==> src/hw/rtl/sbdec_pkg.sv <==
// ----------------------------------------------------------------------------
// sbdec_pkg
// Shared constants, command codes and control structs of the SBUS channel
// decoder.
// ----------------------------------------------------------------------------
package sbdec_pkg;

  // Behavior constants of the decoder.
  localparam int unsigned CHANNELS          = 8;
  localparam int unsigned DEADBAND_WIDTH    = 10;
  localparam int unsigned TIMEOUT_TICKS     = 100;
  localparam int unsigned HEADER_VALUE      = 15;
  localparam int unsigned FOOTER_VALUE      = 0;
  localparam int unsigned DEADMAN_THRESHOLD = 1192;

  // Frame layout: header, 22 channel bytes, flag byte, footer.
  localparam int unsigned FRAME_LEN    = 25;
  localparam int unsigned POS_W        = 5;
  localparam int unsigned CH_BYTES     = 22;
  localparam int unsigned FLAG_POS     = 23;
  localparam int unsigned FOOTER_POS   = 24;
  localparam int unsigned FRAME_BITS   = CH_BYTES * 8;
  localparam int unsigned NUM_CH       = 8;
  localparam int unsigned CH_W         = 11;
  localparam int unsigned CH_IDX_W     = 3;
  localparam int unsigned DEADMAN_CH   = 5;
  localparam logic [CH_W-1:0] CHAN_RESET = 11'd992;

  // Tick counter.
  localparam int unsigned TICK_W = 16;

  // Calibration registers.
  localparam int unsigned NUM_CAL = 8;
  localparam int unsigned CAL_AW  = 3;
  localparam int unsigned CAL_W   = 33;
  localparam logic [CAL_W-1:0] CAL_RESET = 33'd7597916332;

  // Configuration port.
  localparam int unsigned CFG_AW = 6;
  localparam int unsigned CFG_DW = 64;

  // Stream payload widths.
  localparam int unsigned IN_TDATA_W  = 8;
  localparam int unsigned IN_TUSER_W  = 2;
  localparam int unsigned OUT_TDATA_W = 32;
  localparam int unsigned SCALED_W    = 8;

  // Divider sizes: magnitude of (difference * 100) over magnitude of the span.
  localparam int unsigned DIV_NUM_W = 18;
  localparam int unsigned DIV_DEN_W = 11;
  localparam int unsigned DIV_CNT_W = 5;

  // Input command codes.
  localparam logic [IN_TUSER_W-1:0] CMD_BYTE  = 2'd0;
  localparam logic [IN_TUSER_W-1:0] CMD_TICK  = 2'd1;
  localparam logic [IN_TUSER_W-1:0] CMD_QUERY = 2'd2;

  // Commands from the controller to the datapath.
  typedef struct packed {
    logic                byte_en;
    logic                tick_en;
    logic                prep;
    logic                div_start;
    logic                load_out;
    logic [CH_IDX_W-1:0] ch_idx;
    logic                last;
  } ctrl_cmd_t;

  // Status from the datapath to the controller.
  typedef struct packed {
    logic div_done;
    logic out_stall;
  } dp_status_t;

endpackage

==> src/hw/rtl/sbdec_ram.sv <==
// ----------------------------------------------------------------------------
// sbdec_ram
// Generic RAM with one write port and two registered read ports.
// ----------------------------------------------------------------------------
module sbdec_ram #(
  parameter int unsigned WIDTH = 8,
  parameter int unsigned DEPTH = 8
) (
  input  logic                     clk,
  input  logic                     we,
  input  logic [$clog2(DEPTH)-1:0] waddr,
  input  logic [WIDTH-1:0]         wdata,
  input  logic [$clog2(DEPTH)-1:0] raddr_a,
  output logic [WIDTH-1:0]         rdata_a,
  input  logic [$clog2(DEPTH)-1:0] raddr_b,
  output logic [WIDTH-1:0]         rdata_b
);

  logic [WIDTH-1:0] mem [DEPTH];

  // Write port and registered read ports.
  always_ff @(posedge clk) begin
    if (we) begin
      mem[waddr] <= wdata;
    end
    rdata_a <= mem[raddr_a];
    rdata_b <= mem[raddr_b];
  end

endmodule

==> src/hw/rtl/sbdec_div.sv <==
// ----------------------------------------------------------------------------
// sbdec_div
// Unsigned restoring divider that retires one quotient bit per cycle.
// ----------------------------------------------------------------------------
module sbdec_div (
  input  logic                            clk,
  input  logic                            rst_n,
  input  logic                            start,
  input  logic [sbdec_pkg::DIV_NUM_W-1:0] num,
  input  logic [sbdec_pkg::DIV_DEN_W-1:0] den,
  output logic                            done,
  output logic [sbdec_pkg::DIV_NUM_W-1:0] quot
);

  logic                            busy_r;
  logic                            done_r;
  logic [sbdec_pkg::DIV_CNT_W-1:0] cnt_r;
  logic [sbdec_pkg::DIV_DEN_W-1:0] rem_r;
  logic [sbdec_pkg::DIV_NUM_W-1:0] quot_r;
  logic [sbdec_pkg::DIV_DEN_W:0]   shifted;
  logic                            fits;

  // One restoring step: shift in the next dividend bit and try the subtract.
  assign shifted = {rem_r, quot_r[sbdec_pkg::DIV_NUM_W-1]};
  assign fits    = shifted >= {1'b0, den};

  // Control: busy flag, step counter and done pulse.
  always_ff @(posedge clk) begin
    if (!rst_n) begin
      busy_r <= 1'b0;
      done_r <= 1'b0;
      cnt_r  <= '0;
    end else begin
      done_r <= busy_r && (cnt_r == '0);
      if (start) begin
        busy_r <= 1'b1;
        cnt_r  <= sbdec_pkg::DIV_CNT_W'(sbdec_pkg::DIV_NUM_W - 1);
      end else if (busy_r) begin
        if (cnt_r == '0) begin
          busy_r <= 1'b0;
        end else begin
          cnt_r <= cnt_r - 1'b1;
        end
      end
    end
  end

  // Remainder and quotient shift register.
  always_ff @(posedge clk) begin
    if (start) begin
      rem_r  <= '0;
      quot_r <= num;
    end else if (busy_r) begin
      rem_r  <= fits ? sbdec_pkg::DIV_DEN_W'(shifted - {1'b0, den})
                     : shifted[sbdec_pkg::DIV_DEN_W-1:0];
      quot_r <= {quot_r[sbdec_pkg::DIV_NUM_W-2:0], fits};
    end
  end

  assign done = done_r;
  assign quot = quot_r;

endmodule

==> src/hw/rtl/sbdec_datapath.sv <==
// ----------------------------------------------------------------------------
// sbdec_datapath
// Frame collection, channel store, calibration memory, scaling arithmetic
// and the result register of the SBUS channel decoder.
// ----------------------------------------------------------------------------
module sbdec_datapath (
  input  logic                              clk,
  input  logic                              rst_n,
  input  sbdec_pkg::ctrl_cmd_t              cmd,
  output sbdec_pkg::dp_status_t             status,
  input  logic [sbdec_pkg::IN_TDATA_W-1:0]  rx_byte,
  input  logic                              cfg_psel,
  input  logic                              cfg_penable,
  input  logic                              cfg_pwrite,
  input  logic [sbdec_pkg::CFG_AW-1:0]      cfg_paddr,
  input  logic [sbdec_pkg::CFG_DW-1:0]      cfg_pwdata,
  output logic [sbdec_pkg::CFG_DW-1:0]      cfg_prdata,
  output logic                              out_tvalid,
  input  logic                              out_tready,
  output logic [sbdec_pkg::OUT_TDATA_W-1:0] out_tdata,
  output logic                              out_tlast
);

  localparam int unsigned CW  = sbdec_pkg::CH_W;
  localparam int unsigned XW  = CW + 1;
  localparam int unsigned PW  = 19;
  localparam int unsigned RW  = 20;
  localparam int unsigned SW  = sbdec_pkg::SCALED_W;
  localparam int unsigned PAD = sbdec_pkg::OUT_TDATA_W - sbdec_pkg::CH_IDX_W - CW - SW - 4;

  // --------------------------------------------------------------------------
  // Frame collection and channel store
  // --------------------------------------------------------------------------
  logic [sbdec_pkg::POS_W-1:0]      pos_r;
  logic [sbdec_pkg::FRAME_BITS-1:0] frame_r;
  logic [1:0]                       flags_r;
  logic [CW-1:0]                    chan_r [sbdec_pkg::NUM_CH];
  logic                             lost_r;
  logic                             fs_r;
  logic                             seen_r;
  logic [sbdec_pkg::TICK_W-1:0]     ticks_r;
  logic                             footer_ok;

  assign footer_ok = rx_byte == sbdec_pkg::IN_TDATA_W'(sbdec_pkg::FOOTER_VALUE);

  // Position counter, channel values, flags and the time-since-frame counter.
  always_ff @(posedge clk) begin
    if (!rst_n) begin
      pos_r   <= '0;
      lost_r  <= 1'b0;
      fs_r    <= 1'b0;
      seen_r  <= 1'b0;
      ticks_r <= '0;
      for (int k = 0; k < sbdec_pkg::NUM_CH; k++) begin
        chan_r[k] <= sbdec_pkg::CHAN_RESET;
      end
    end else if (cmd.byte_en) begin
      if (pos_r == '0) begin
        if (rx_byte == sbdec_pkg::IN_TDATA_W'(sbdec_pkg::HEADER_VALUE)) begin
          pos_r <= pos_r + 1'b1;
        end
      end else if (pos_r == sbdec_pkg::POS_W'(sbdec_pkg::FOOTER_POS)) begin
        pos_r <= '0;
        if (footer_ok) begin
          for (int k = 0; k < sbdec_pkg::NUM_CH; k++) begin
            chan_r[k] <= frame_r[k*CW +: CW];
          end
          lost_r  <= flags_r[0];
          fs_r    <= flags_r[1];
          seen_r  <= 1'b1;
          ticks_r <= '0;
        end
      end else begin
        pos_r <= pos_r + 1'b1;
      end
    end else if (cmd.tick_en) begin
      if (ticks_r != '1) begin
        ticks_r <= ticks_r + 1'b1;
      end
    end
  end

  // Channel bytes shift in from the top, so byte one ends in the lowest bits.
  always_ff @(posedge clk) begin
    if (cmd.byte_en && (pos_r != '0)) begin
      if (pos_r <= sbdec_pkg::POS_W'(sbdec_pkg::CH_BYTES)) begin
        frame_r <= {rx_byte, frame_r[sbdec_pkg::FRAME_BITS-1:8]};
      end else if (pos_r == sbdec_pkg::POS_W'(sbdec_pkg::FLAG_POS)) begin
        flags_r <= rx_byte[3:2];
      end
    end
  end

  // --------------------------------------------------------------------------
  // Calibration memory with reset-value valid bits
  // --------------------------------------------------------------------------
  logic                          cal_we;
  logic [sbdec_pkg::CAL_AW-1:0]  cal_addr_a;
  logic [sbdec_pkg::CAL_W-1:0]   cal_rd_a;
  logic [sbdec_pkg::CAL_W-1:0]   cal_rd_b;
  logic [sbdec_pkg::NUM_CAL-1:0] cal_vld_r;
  logic                          vld_a_r;
  logic                          vld_b_r;
  logic [sbdec_pkg::CAL_W-1:0]   cal_a;
  logic [sbdec_pkg::CAL_W-1:0]   cal_b;

  assign cal_we     = cfg_psel && cfg_penable && cfg_pwrite;
  assign cal_addr_a = cfg_paddr[sbdec_pkg::CFG_AW-1:3];

  sbdec_ram #(
    .WIDTH (sbdec_pkg::CAL_W),
    .DEPTH (sbdec_pkg::NUM_CAL)
  ) u_cal_ram (
    .clk     (clk),
    .we      (cal_we),
    .waddr   (cal_addr_a),
    .wdata   (cfg_pwdata[sbdec_pkg::CAL_W-1:0]),
    .raddr_a (cal_addr_a),
    .rdata_a (cal_rd_a),
    .raddr_b (cmd.ch_idx),
    .rdata_b (cal_rd_b)
  );

  // Valid bits follow the registered reads; an unwritten entry reads as reset.
  always_ff @(posedge clk) begin
    if (!rst_n) begin
      cal_vld_r <= '0;
      vld_a_r   <= 1'b0;
      vld_b_r   <= 1'b0;
    end else begin
      vld_a_r <= cal_vld_r[cal_addr_a];
      vld_b_r <= cal_vld_r[cmd.ch_idx];
      if (cal_we) begin
        cal_vld_r[cal_addr_a] <= 1'b1;
      end
    end
  end

  assign cal_a      = vld_a_r ? cal_rd_a : sbdec_pkg::CAL_RESET;
  assign cal_b      = vld_b_r ? cal_rd_b : sbdec_pkg::CAL_RESET;
  assign cfg_prdata = {(sbdec_pkg::CFG_DW - sbdec_pkg::CAL_W)'(0), cal_a};

  // --------------------------------------------------------------------------
  // Operand preparation for one channel
  // --------------------------------------------------------------------------
  logic [CW-1:0]                    raw_sel;
  logic [XW-1:0]                    raw_x;
  logic [XW-1:0]                    lo_x;
  logic [XW-1:0]                    mid_x;
  logic [XW-1:0]                    hi_x;
  logic [XW-1:0]                    db_x;
  logic                             in_dz;
  logic                             below;
  logic signed [XW-1:0]             diff_s;
  logic signed [XW-1:0]             span_s;
  logic signed [PW-1:0]             prod_s;
  logic [sbdec_pkg::DIV_NUM_W-1:0]  num_mag;
  logic [sbdec_pkg::DIV_DEN_W-1:0]  den_mag;

  assign raw_sel = chan_r[cmd.ch_idx];
  assign raw_x   = {1'b0, raw_sel};
  assign lo_x    = {1'b0, cal_b[CW-1:0]};
  assign mid_x   = {1'b0, cal_b[2*CW-1:CW]};
  assign hi_x    = {1'b0, cal_b[3*CW-1:2*CW]};
  assign db_x    = XW'(sbdec_pkg::DEADBAND_WIDTH);

  // Deadband test, side of center, signed difference and span.
  assign in_dz  = ((raw_x + db_x) >= mid_x) && (raw_x <= (mid_x + db_x));
  assign below  = raw_x < mid_x;
  assign diff_s = below ? signed'(raw_x - lo_x) : signed'(raw_x - mid_x);
  assign span_s = below ? signed'(mid_x - lo_x) : signed'(hi_x - mid_x);
  assign prod_s = PW'(diff_s) * 19'sd100;

  // Sign-magnitude split for the unsigned divider.
  assign num_mag = prod_s[PW-1] ? sbdec_pkg::DIV_NUM_W'(-prod_s)
                                : prod_s[sbdec_pkg::DIV_NUM_W-1:0];
  assign den_mag = span_s[XW-1] ? sbdec_pkg::DIV_DEN_W'(-span_s)
                                : span_s[sbdec_pkg::DIV_DEN_W-1:0];

  logic [sbdec_pkg::DIV_NUM_W-1:0] num_r;
  logic [sbdec_pkg::DIV_DEN_W-1:0] den_r;
  logic                            neg_r;
  logic                            dz_r;
  logic                            below_r;
  logic                            zspan_r;
  logic [CW-1:0]                   raw_r;

  // Operand registers, loaded once per channel.
  always_ff @(posedge clk) begin
    if (cmd.prep) begin
      num_r   <= num_mag;
      den_r   <= den_mag;
      neg_r   <= prod_s[PW-1] ^ span_s[XW-1];
      dz_r    <= in_dz;
      below_r <= below;
      zspan_r <= span_s == '0;
      raw_r   <= raw_sel;
    end
  end

  // --------------------------------------------------------------------------
  // Shared divider
  // --------------------------------------------------------------------------
  logic                            div_done;
  logic [sbdec_pkg::DIV_NUM_W-1:0] quot;

  sbdec_div u_div (
    .clk   (clk),
    .rst_n (rst_n),
    .start (cmd.div_start),
    .num   (num_r),
    .den   (den_r),
    .done  (div_done),
    .quot  (quot)
  );

  // --------------------------------------------------------------------------
  // Result: sign, offset, special cases and clamp
  // --------------------------------------------------------------------------
  logic signed [RW-1:0] q_ext;
  logic signed [RW-1:0] q_s;
  logic signed [RW-1:0] res_s;
  logic [SW-1:0]        scaled;
  logic                 deadman;
  logic                 link_ok;

  assign q_ext = signed'(RW'(quot));
  assign q_s   = neg_r ? -q_ext : q_ext;

  always_comb begin
    res_s = below_r ? (q_s - 20'sd100) : q_s;
    if (zspan_r) begin
      res_s = below_r ? -20'sd100 : 20'sd100;
    end
    if (res_s < -20'sd100) begin
      res_s = -20'sd100;
    end
    if (res_s > 20'sd100) begin
      res_s = 20'sd100;
    end
    if (dz_r) begin
      res_s = '0;
    end
  end

  assign scaled  = res_s[SW-1:0];
  assign deadman = chan_r[sbdec_pkg::DEADMAN_CH] > CW'(sbdec_pkg::DEADMAN_THRESHOLD);
  assign link_ok = seen_r && (ticks_r <= sbdec_pkg::TICK_W'(sbdec_pkg::TIMEOUT_TICKS))
                   && !lost_r && !fs_r;

  // --------------------------------------------------------------------------
  // Output register
  // --------------------------------------------------------------------------
  logic                          out_valid_r;
  logic [sbdec_pkg::CH_IDX_W-1:0] out_idx_r;
  logic [CW-1:0]                 out_raw_r;
  logic [SW-1:0]                 out_scaled_r;
  logic                          out_dead_r;
  logic                          out_lost_r;
  logic                          out_fs_r;
  logic                          out_link_r;
  logic                          out_last_r;

  // Valid flag of the result register.
  always_ff @(posedge clk) begin
    if (!rst_n) begin
      out_valid_r <= 1'b0;
    end else if (cmd.load_out) begin
      out_valid_r <= 1'b1;
    end else if (out_tready) begin
      out_valid_r <= 1'b0;
    end
  end

  // Result payload.
  always_ff @(posedge clk) begin
    if (cmd.load_out) begin
      out_idx_r    <= cmd.ch_idx;
      out_raw_r    <= raw_r;
      out_scaled_r <= scaled;
      out_dead_r   <= deadman;
      out_lost_r   <= lost_r;
      out_fs_r     <= fs_r;
      out_link_r   <= link_ok;
      out_last_r   <= cmd.last;
    end
  end

  assign out_tvalid = out_valid_r;
  assign out_tlast  = out_last_r;
  assign out_tdata  = {PAD'(0), out_link_r, out_fs_r, out_lost_r, out_dead_r,
                       out_scaled_r, out_raw_r, out_idx_r};

  assign status.div_done  = div_done;
  assign status.out_stall = out_valid_r && !out_tready;

endmodule

==> src/hw/rtl/sbdec_ctrl.sv <==
// ----------------------------------------------------------------------------
// sbdec_ctrl
// Controller of the SBUS channel decoder: accepts items and sequences a
// query through the channels one at a time.
// ----------------------------------------------------------------------------
module sbdec_ctrl (
  input  logic                             clk,
  input  logic                             rst_n,
  input  logic                             in_tvalid,
  output logic                             in_tready,
  input  logic [sbdec_pkg::IN_TUSER_W-1:0] in_tuser,
  input  sbdec_pkg::dp_status_t            status,
  output sbdec_pkg::ctrl_cmd_t             cmd
);

  typedef enum logic [2:0] {
    S_IDLE,
    S_READ,
    S_PREP,
    S_DIV,
    S_WAIT,
    S_LOAD
  } state_t;

  localparam logic [sbdec_pkg::CH_IDX_W-1:0] LAST_CH =
    sbdec_pkg::CH_IDX_W'(sbdec_pkg::CHANNELS - 1);

  state_t                         state_r;
  state_t                         state_nxt;
  logic [sbdec_pkg::CH_IDX_W-1:0] ch_r;
  logic [sbdec_pkg::CH_IDX_W-1:0] ch_nxt;
  logic                           accept;
  logic                           is_last;

  assign accept  = in_tvalid && (state_r == S_IDLE);
  assign is_last = ch_r == LAST_CH;

  // Next state and channel counter.
  always_comb begin
    state_nxt = state_r;
    ch_nxt    = ch_r;
    case (state_r)
      S_IDLE: begin
        if (accept && (in_tuser == sbdec_pkg::CMD_QUERY)) begin
          state_nxt = S_READ;
          ch_nxt    = '0;
        end
      end
      S_READ: state_nxt = S_PREP;
      S_PREP: state_nxt = S_DIV;
      S_DIV:  state_nxt = S_WAIT;
      S_WAIT: begin
        if (status.div_done) begin
          state_nxt = S_LOAD;
        end
      end
      S_LOAD: begin
        if (!status.out_stall) begin
          if (is_last) begin
            state_nxt = S_IDLE;
          end else begin
            state_nxt = S_READ;
            ch_nxt    = ch_r + 1'b1;
          end
        end
      end
      default: state_nxt = S_IDLE;
    endcase
  end

  // State register.
  always_ff @(posedge clk) begin
    if (!rst_n) begin
      state_r <= S_IDLE;
      ch_r    <= '0;
    end else begin
      state_r <= state_nxt;
      ch_r    <= ch_nxt;
    end
  end

  // Commands to the datapath.
  assign in_tready     = state_r == S_IDLE;
  assign cmd.byte_en   = accept && (in_tuser == sbdec_pkg::CMD_BYTE);
  assign cmd.tick_en   = accept && (in_tuser == sbdec_pkg::CMD_TICK);
  assign cmd.prep      = state_r == S_PREP;
  assign cmd.div_start = state_r == S_DIV;
  assign cmd.load_out  = (state_r == S_LOAD) && !status.out_stall;
  assign cmd.ch_idx    = ch_r;
  assign cmd.last      = is_last;

endmodule

==> src/hw/rtl/sbus_channel_decoder.sv <==
// ----------------------------------------------------------------------------
// sbus_channel_decoder
// Top level of the SBUS channel decoder: controller plus datapath.
// ----------------------------------------------------------------------------
// The block takes one item at a time on the input stream: a serial byte, a
// millisecond tick or a query, selected by in_tuser. A byte or a tick is
// absorbed without leaving the idle state. A query walks the channels one at
// a time through a shared one-bit-per-cycle divider; each channel passes
// through memory read, operand setup, 18 divider steps plus handoff and result
// load, and the input is held off for the whole query, also while the result
// register is stalled. The last result of a query sits in the output
// register while the next item is already accepted. The per-channel
// calibration registers sit behind the APB port at byte addresses 8*i and
// read back as their reset value until first written.
module sbus_channel_decoder (
  input  logic                              clk,
  input  logic                              rst_n,
  input  logic                              in_tvalid,
  output logic                              in_tready,
  input  logic [sbdec_pkg::IN_TDATA_W-1:0]  in_tdata,   // [7:0] rx_byte
  input  logic [sbdec_pkg::IN_TUSER_W-1:0]  in_tuser,   // [1:0] command
  output logic                              out_tvalid,
  input  logic                              out_tready,
  // [2:0] channel_index, [13:3] raw_value, [21:14] scaled_command,
  // [22] deadman_pressed, [23] frame_lost_flag, [24] failsafe_flag,
  // [25] link_valid, [31:26] zero
  output logic [sbdec_pkg::OUT_TDATA_W-1:0] out_tdata,
  output logic                              out_tlast,
  input  logic                              cfg_psel,
  input  logic                              cfg_penable,
  input  logic                              cfg_pwrite,
  input  logic [sbdec_pkg::CFG_AW-1:0]      cfg_paddr,
  input  logic [sbdec_pkg::CFG_DW-1:0]      cfg_pwdata,
  output logic [sbdec_pkg::CFG_DW-1:0]      cfg_prdata,
  output logic                              cfg_pready
);

  sbdec_pkg::ctrl_cmd_t  cmd;
  sbdec_pkg::dp_status_t status;

  // Controller.
  sbdec_ctrl u_ctrl (
    .clk       (clk),
    .rst_n     (rst_n),
    .in_tvalid (in_tvalid),
    .in_tready (in_tready),
    .in_tuser  (in_tuser),
    .status    (status),
    .cmd       (cmd)
  );

  // Datapath.
  sbdec_datapath u_datapath (
    .clk         (clk),
    .rst_n       (rst_n),
    .cmd         (cmd),
    .status      (status),
    .rx_byte     (in_tdata),
    .cfg_psel    (cfg_psel),
    .cfg_penable (cfg_penable),
    .cfg_pwrite  (cfg_pwrite),
    .cfg_paddr   (cfg_paddr),
    .cfg_pwdata  (cfg_pwdata),
    .cfg_prdata  (cfg_prdata),
    .out_tvalid  (out_tvalid),
    .out_tready  (out_tready),
    .out_tdata   (out_tdata),
    .out_tlast   (out_tlast)
  );

  assign cfg_pready = 1'b1;

endmodule

==> config.mk <==
export PLATFORM = sky130hd
export DESIGN_NAME = sbus_channel_decoder
export DESIGN_NICKNAME = d
export VERILOG_FILES = /design/src/hw/rtl/sbdec_pkg.sv /design/src/hw/rtl/sbdec_ram.sv /design/src/hw/rtl/sbdec_div.sv /design/src/hw/rtl/sbdec_datapath.sv /design/src/hw/rtl/sbdec_ctrl.sv /design/src/hw/rtl/sbus_channel_decoder.sv
export SDC_FILE = /design/constraint.sdc
export NUM_CORES = 1
export LEC_CHECK = 0
export BUFFER_PORTS_ARGS = -buffer_cell sky130_fd_sc_hd__buf_2
export CAP_MARGIN = 25
export CORE_MARGIN = 10
export CORE_UTILIZATION = 45
export CTS_CLUSTER_SIZE = 14
export DETAILED_ROUTE_END_ITERATION = 8
export GPL_TIMING_DRIVEN = 0
export PLACE_DENSITY = 0.72
export SYNTH_ARGS = -nofsm -noshare
export SYNTH_HDL_FRONTEND = slang
export SYNTH_HIERARCHICAL = 1
export SYNTH_SLANG_ARGS = --single-unit
==> constraint.sdc <==
create_clock -name clk -period 13.9 [get_ports clk]
set_input_delay 2.085 -clock clk [delete_from_list [all_inputs] [get_ports clk]]
set_output_delay 2.085 -clock clk [all_outputs]
set_load 0.05 [all_outputs]
==> results of run 1 <==
-- per-layer routing --
layer  global-route usage [%]  routed length, µm  up-vias
met1                     22.3              32900    10700
met2                     30.9              41100      794
li1                         -                  -     9833
met5                        0                102        -
met3                     3.67               5940      161
met4                     6.52               2710       14
-- state kept, by name, indices dropped and copies added, names as in the netlist, 16 cells and up --
register and count:
u_datapath/num_r 16, u_datapath/u_div/quot 18, u_datapath/u_cal_ram/mem 264, u_datapath/u_cal_ram/rdata_b 33, u_datapath/chan_r 88, u_datapath/ticks_r 16
u_datapath/u_cal_ram/rdata_a 33, u_datapath/frame_r 176
-- cell usage after synthesis (54+ instances only) --
| cell type | count |
|---|---|
| o21ai_0 | 54 |
| edfxtp_1 | 617 |
| nand2_1 | 91 |
| nor2_1 | 125 |
| nand2b_1 | 91 |
| xnor2_1 | 80 |
| clkbuf_1 | 61 |
| ha_1 | 125 |
| mux2_2 | 92 |
| mux4_2 | 146 |
| dfxtp_1 | 125 |
| a21oi_1 | 64 |
| inv_1 | 115 |
-- power groups by stage --
stage / clock network [µW] / registers [µW] / logic [µW]
after global placement: 0 / 2610 / 955
after detailed placement: 0 / 2620 / 982
after global routing: 2200 / 2580 / 1110
after floorplan: 0 / 2600 / 783
final: 2070 / 2570 / 997
after CTS: 2110 / 2570 / 990
-- layout by cell type, fill, tap and decap left out, types with 10 or more instances in the layout --
master and instances:
a211oi_1 15, a21o_1 19, a21oi_1 63, a31oi_1 17, and2_1 47, and3_1 48
buf_1 10, buf_16 11, buf_2 131, buf_4 46, buf_6 21, clkbuf_1 78
clkbuf_16 79, clkinv_2 16, conb_1 40, dfxtp_1 125, edfxtp_1 617, fa_1 17
ha_1 125, inv_1 115, mux2_2 92, mux2i_1 38, mux4_1 10, mux4_2 146
nand2_1 91, nand2b_1 91, nand3_1 29, nand4_1 19, nor2_1 118, nor2b_1 35
nor3_1 29, nor4_1 18, o211ai_1 10, o21a_1 24, o21ai_0 54, or3_1 14
xnor2_1 80, xor2_1 52
-- layout make-up --
cell class / count / area [µm²] / area share [%]
diodes: 1 / 2.50 / 0.00611
plain buffers: 148 / 866 / 2.11
clock buffers: 98 / 2060 / 5.03
clock inverters: 45 / 510 / 1.25
inverters: 116 / 435 / 1.06
multi-input cells: 1497 / 13600 / 33.3
flip-flops and latches: 742 / 21000 / 51.3
well taps: 1050 / 1310 / 3.21
repair buffers: 142 / 1110 / 2.72
-- kinds of logic (layout without fill, tap and decap cells) --
logic type | Yosys count | after routing | share of synthesized area (%)
AO/OA/AOI/OAI | 293 | 293 | 5.73
XOR/XNOR | 132 | 132 | 3.24
adder cells (fa/ha/maj) | 142 | 142 | 5.33
buffers and inverters | 264 | 549 | 3.63
flip-flops | 742 | 742 | 58.8
multiplexers | 287 | 287 | 13.9
other | 2 | 41 | 0.0210
AND/OR/NAND/NOR | 603 | 603 | 9.26
-- worst max-delay path, delay by kind of cell (launching register included) --
family	cells	cell delay (ns)
flops	1	0.66
xor+xnor	2	0.72
buf+inv	11	3.18
mux	3	1.85
simple gates	1	0.12
compound gates	12	3.01
fa+ha+maj	6	2.15
-- through the flow --
stage	std cells	util, %	total power (µW)
detailed placement	3692	48.6	3600
global placement	3667	47.9	3570
finish	3839	51.9	5640
global route	3839	51.9	5890
CTS	3835	51.9	5670
floorplan	2503	-	3380
-- final timing paths --
path / start / end / slack, ns
hold reg to reg: u_datapath/frame_r[157]$_DFFE_PP_ / u_datapath/frame_r[149]$_DFFE_PP_ / 0.40
setup reg to reg: u_ctrl/ch_r[0]$_SDFFE_PN0P_ / u_datapath/num_r[9]$_DFFE_PP_ / 1.91
hold / removal: u_datapath/frame_r[157]$_DFFE_PP_ / u_datapath/frame_r[149]$_DFFE_PP_ / 0.40
setup / recovery: u_ctrl/ch_r[0]$_SDFFE_PN0P_ / u_datapath/num_r[9]$_DFFE_PP_ / 1.91
==> flow_summary.json, run 1 <==
{
  "run_status": "completed",
  "clkSinkCount": 742,
  "maximum_capacitance_violations": 0,
  "yosys.area.top_type": "edfxtp_1",
  "fp.dieH_um": 302,
  "pwr-share-seq_pct": 45.6,
  "areaGrowthSynthToFinish_pct": 14.6,
  "setup_viols_final": 0,
  "rsz0062_at_grt": "no",
  "drt-wirelength-per-cell_um": 21.6,
  "initial_core_util_pct": 45.3,
  "finalHoldViolCount": 0,
  "max_slew.worst_pin.slew_ns": 1.10,
  "layout-drive-gt1-share_pct": 22.2,
  "netlist_top_cells_area": "edfxtp_1 52%, mux4_2 9.2%, dfxtp_1 7.0%",
  "grt_first_pass_wirelength_mm": 127,
  "layout.cell_area.non_filler_um2": 41000,
  "power_internal_uw": 4130,
  "detail_route.iter0.violations": 1795,
  "globalRouteOverflowTotal": 0,
  "viasPerCell": 5.60,
  "cp_class": "reg2reg",
  "synth-edff-count": 617,
  "fin_worst_hold_slack_ns": 0.396,
  "worstHoldPathType": "reg2reg",
  "clk_path_buf_depth": 3,
  "synth_unique_cells": 97,
  "fill_cells": 6442,
  "grt_util_all_layers_pct": 18.0,
  "post-dp-hpwl_mm": 59.2,
  "totalNegativeSetupSlack_ns": 0,
  "grt_max_degree": 54,
  "post_cts_resized": 0,
  "ys.warnings.count": 6,
  "synth.yosys.seq_area_share_pct": 58.8,
  "detail-route-antenna-nets": 0,
  "first_global_vias": 21900,
  "port-buffer-count": 114,
  "antenna_found_initial": 10,
  "power_switching_share_pct": 26.7,
  "synth_top_cell_area_share_pct": 51.8,
  "timing.critical_path.required_ns": 14.24,
  "cts_tree": "done",
  "asyncSetResetFlopFracSynth_pct": 0,
  "power.clock.fraction_pct": 36.7,
  "floorplan.rows": 103,
  "period_share_pct": 86.3,
  "wirelength_mm": 82.8,
  "ios": 187,
  "post_synth_top_flop": "edfxtp_1",
  "final_max_slew_viol_count": 0,
  "worstSetupEndpointType": "register",
  "finish.net_count": 2954,
  "slew_headroom_pct": 26.3,
  "ys_seq_elements": 742,
  "p_switching_uw": 1510,
  "cts_htree_levels": 3,
  "hold_depth": 0,
  "syn-mean-instance-area_um2": 14.5,
  "worst_slack_ns": 1.91,
  "power.share.combinational_pct": 17.7,
  "cts.clk_slew.worst_paths_ns": 0.06,
  "fp.dieArea_um2": 91100,
  "clock-root-buffer": "clkbuf_16",
  "syn-cell-area_um2": 35700,
  "coreArea_um2": 78900,
  "critPathLaunchType": "register",
  "numCtsBuffers": 78,
  "vdd_drop_max_mv": 0.132,
  "detailedPlace.worstSlack_ns": 1.70,
  "placement.cell_area_um2": 38300,
  "synthesis.instances": 2465,
  "post_cts_buffers": 0,
  "pwr_density_cell_nw_per_um2": 138,
  "skew_ns": 0.0391,
  "clk_latency_ns": 0.64,
  "cpMaxStageDelayCell": "mux2i_1",
  "maximum_fanout_count_along_the_critical_path": 10,
  "critical_path_arrival_ns": 12.33,
  "vias": 21500,
  "worst-r2r-cell-count": 35,
  "critPathMaxStageDelay_ns": 0.74,
  "cts.hold.buffers_added": 0,
  "post-route-drc-count": 0,
  "max_freq_mhz": 83.4,
  "p_leak_uw": 0.0145,
  "layout_min_cycle_time_ns": 11.99,
  "gp_congestion": 0.888,
  "die_w_um": 302,
  "drt_pre_antenna_iters": 7
}
(Power assumes the default switching activity.)
==> run 2, diff against run 1 <==
--- a/config.mk
+++ b/config.mk
@@ -7,12 +7,11 @@
 export LEC_CHECK = 0
 export BUFFER_PORTS_ARGS = -buffer_cell sky130_fd_sc_hd__buf_2
 export CAP_MARGIN = 25
-export CORE_MARGIN = 10
 export CORE_UTILIZATION = 45
 export CTS_CLUSTER_SIZE = 14
 export DETAILED_ROUTE_END_ITERATION = 8
-export GPL_TIMING_DRIVEN = 0
 export PLACE_DENSITY = 0.72
+export SETUP_SLACK_MARGIN = 0.2
 export SYNTH_ARGS = -nofsm -noshare
 export SYNTH_HDL_FRONTEND = slang
 export SYNTH_HIERARCHICAL = 1
==> run 2 against run 1 <==
  * First-iteration DRC count fell by 17%
  * Combinational power fell by 6.0%
  * Design area is 2.8% lower
  * Sequential power hardly changed
  * Largest cell class unchanged
  * Largest power group unchanged
  * Highest routed layer unchanged
==> flow_summary.json, run 2 (same netlist as run 1, synthesis figures left out) <==
{
  "post_cts_buffers": 0,
  "cts_tree": "done",
  "fin_util_pct": 51.1,
  "finish.net_count": 2807,
  "post-dp-hpwl_mm": 47.5,
  "numCtsBuffers": 78,
  "max_slew.worst_pin.slew_ns": 1.08,
  "coreArea_um2": 78000,
  "maximum_fanout_count_along_the_critical_path": 39,
  "setup_viols_final": 0,
  "detail-route-antenna-nets": 0,
  "placedCellCount": 3536,
  "mostFrequentLayoutCell": "edfxtp_1",
  "post-route-drc-count": 0,
  "timing.reg2reg.setup_slack_ns": 4.38,
  "area.sequential_um2": 21000,
  "die_w_um": 284,
  "fp.dieArea_um2": 80500,
  "hold_end": "u_datapath/frame_r[98]$_DFFE_PP_",
  "critical_path.reg2reg.endpoint": "u_datapath/num_r[3]$_DFFE_PP_",
  "first_global_vias": 20800,
  "skew_ns": 0.0413,
  "reg_top3": "u_datapath/u_cal_ram/mem: 264 flops, u_datapath/frame_r: 176 flops, u_datapath/chan_r: 88 flops",
  "min_from": "u_datapath/frame_r[106]$_DFFE_PP_",
  "port-buffer-count": 114,
  "detail_route.iter0.violations": 1487,
  "finalHoldViolCount": 0,
  "critPathLaunchType": "register",
  "clk_path_buf_depth": 3,
  "clkSinkCount": 742,
  "period_share_pct": 68.5,
  "maximum_capacitance_violations": 0,
  "layout_min_cycle_time_ns": 9.52,
  "timing.critical_path.required_ns": 14.26,
  "floorplan.rows": 102,
  "critPathMaxStageDelay_ns": 0.69,
  "max_freq_mhz": 105,
  "cts.clk_slew.worst_paths_ns": 0.06,
  "gp_congestion": 0.890,
  "run_status": "completed",
  "hold_depth": 0,
  "pwr_density_cell_nw_per_um2": 139,
  "mostFrequentLayoutCells": "617 x edfxtp_1, 146 x mux4_2, 125 x ha_1, 121 x dfxtp_1, 117 x nor2_1",
  "grt_first_pass_wirelength_mm": 115,
  "cp_class": "reg2reg",
  "fill_cells": 6351,
  "clock-root-buffer": "clkbuf_16",
  "registers.top_by_ff_count": "u_datapath/u_cal_ram/mem",
  "post_cts_resized": 0,
  "drt-wirelength-per-cell_um": 20.1,
  "detailedPlace.worstSlack_ns": 4.31,
  "viasPerCell": 5.56,
  "timing.critical_path.mode_cell": "inv_1",
  "cpMaxStageDelayCell": "buf_4",
  "fp.dieH_um": 284,
  "grt_util_all_layers_pct": 18.2,
  "worstSetupEndpointType": "register",
  "multiInputGateArea_um2": 13600,
  "largest_register_ff_count": 264,
  "globalRouteOverflowTotal": 0,
  "worstHoldPathType": "reg2reg",
  "vias": 20500,
  "grt_max_degree": 177,
  "cts_htree_levels": 3,
  "initial_core_util_pct": 45.8,
  "cts.hold.buffers_added": 0,
  "ios": 187,
  "critical_path_arrival_ns": 9.88,
  "rr_startpoint": "u_ctrl/ch_r[0]$_SDFFE_PN0P_",
  "rsz0062_at_grt": "no",
  "worst_slack_ns": 4.38,
  "layout-drive-gt1-share_pct": 20.7,
  "clk_latency_ns": 0.65,
  "p_leak_uw": 0.0140,
  "final-instance-count-excl-fill": 3683,
  "vdd_drop_max_mv": 0.104,
  "antenna_found_initial": 3,
  "final_max_slew_viol_count": 0,
  "drt_pre_antenna_iters": 5,
  "worst-r2r-cell-count": 29,
  "totalNegativeSetupSlack_ns": 0,
  "wirelength_mm": 73.8,
  "slew_headroom_pct": 27.9,
  "areaGrowthSynthToFinish_pct": 11.4
}
-- run 2: changes by cell type in the layout (fill, tap and decap cells not counted), moves of 5 or more --
cell      before  now
buf_1         10    0
buf_4         46   27
clkbuf_8       1   11
buf_2        131  113
clkinv_2      16   11
buf_6         21    0
clkbuf_1      78   22
buf_16        11    0
-- run 2: layout make-up --
class | count | area share (%)
clock inverter | 32 | 0.889
multi-input combinational | 1497 | 34.3
inverter | 116 | 1.09
sequential | 742 | 52.8
timing repair buffer | 143 | 2.08
antenna | 1 | 0.00629
clock buffer | 112 | 5.55
tap | 1040 | 3.27
-- run 2: routing by layer --
metal | track usage (%) | part of all wire, %
met3 | 3.22 | 5.3
met1 | 23.4 | 42
met4 | 5.53 | 2.4
met5 | 0 | 0.046
met2 | 31.2 | 50
-- run 2: how the worst max path moves through the flow --
| stage | startpoint | slack (ns) | end | cells after the start |
|---|---|---|---|---|
| final | u_ctrl/ch_r[0]$_SDFFE_PN0P_ | 4.38 | u_datapath/num_r[3]$_DFFE_PP_ | 29 |
| after global routing | u_ctrl/ch_r[0]$_SDFFE_PN0P_ | 3.62 | u_datapath/num_r[3]$_DFFE_PP_ | 29 |
| after CTS | u_ctrl/ch_r[0]$_SDFFE_PN0P_ | 4.28 | u_datapath/num_r[3]$_DFFE_PP_ | 29 |
| after detailed placement | u_ctrl/ch_r[0]$_SDFFE_PN0P_ | 4.31 | u_datapath/num_r[3]$_DFFE_PP_ | 29 |
| after global placement | u_ctrl/ch_r[0]$_SDFFE_PN0P_ | 4.43 | u_datapath/num_r[3]$_DFFE_PP_ | 29 |
| after floorplan | in_tuser[0] | 1.88 | u_datapath/frame_r[0]$_DFFE_PP_ | 3 |
-- run 2: per-stage QoR --
stage	hold slack [ns]	cell area [µm²]	total power [µW]
6_report	0.407	39800	5550
5_1_grt	0.405	39800	5800
3_5_place_dp	0.405	37200	3550
4_1_cts	0.402	39800	5590
2_1_floorplan	0.400	35900	3380
3_3_place_gp	0.403	37200	3520
-- run 2: worst max-delay path: cells and delay by family, from the launching register on --
family / cells / cell delay (ns)
compound gates: 12 / 2.74
mux: 4 / 2.14
fa+ha+maj: 5 / 1.96
buf+inv: 7 / 1.77
flops: 1 / 0.49
xor+xnor: 1 / 0.13
-- run 2: power breakdown --
group          leakage (µW)  switching, µW  internal, µW
logic               0.00612            545           391
registers           0.00660           60.2          2520
clock network       0.00125            858          1180
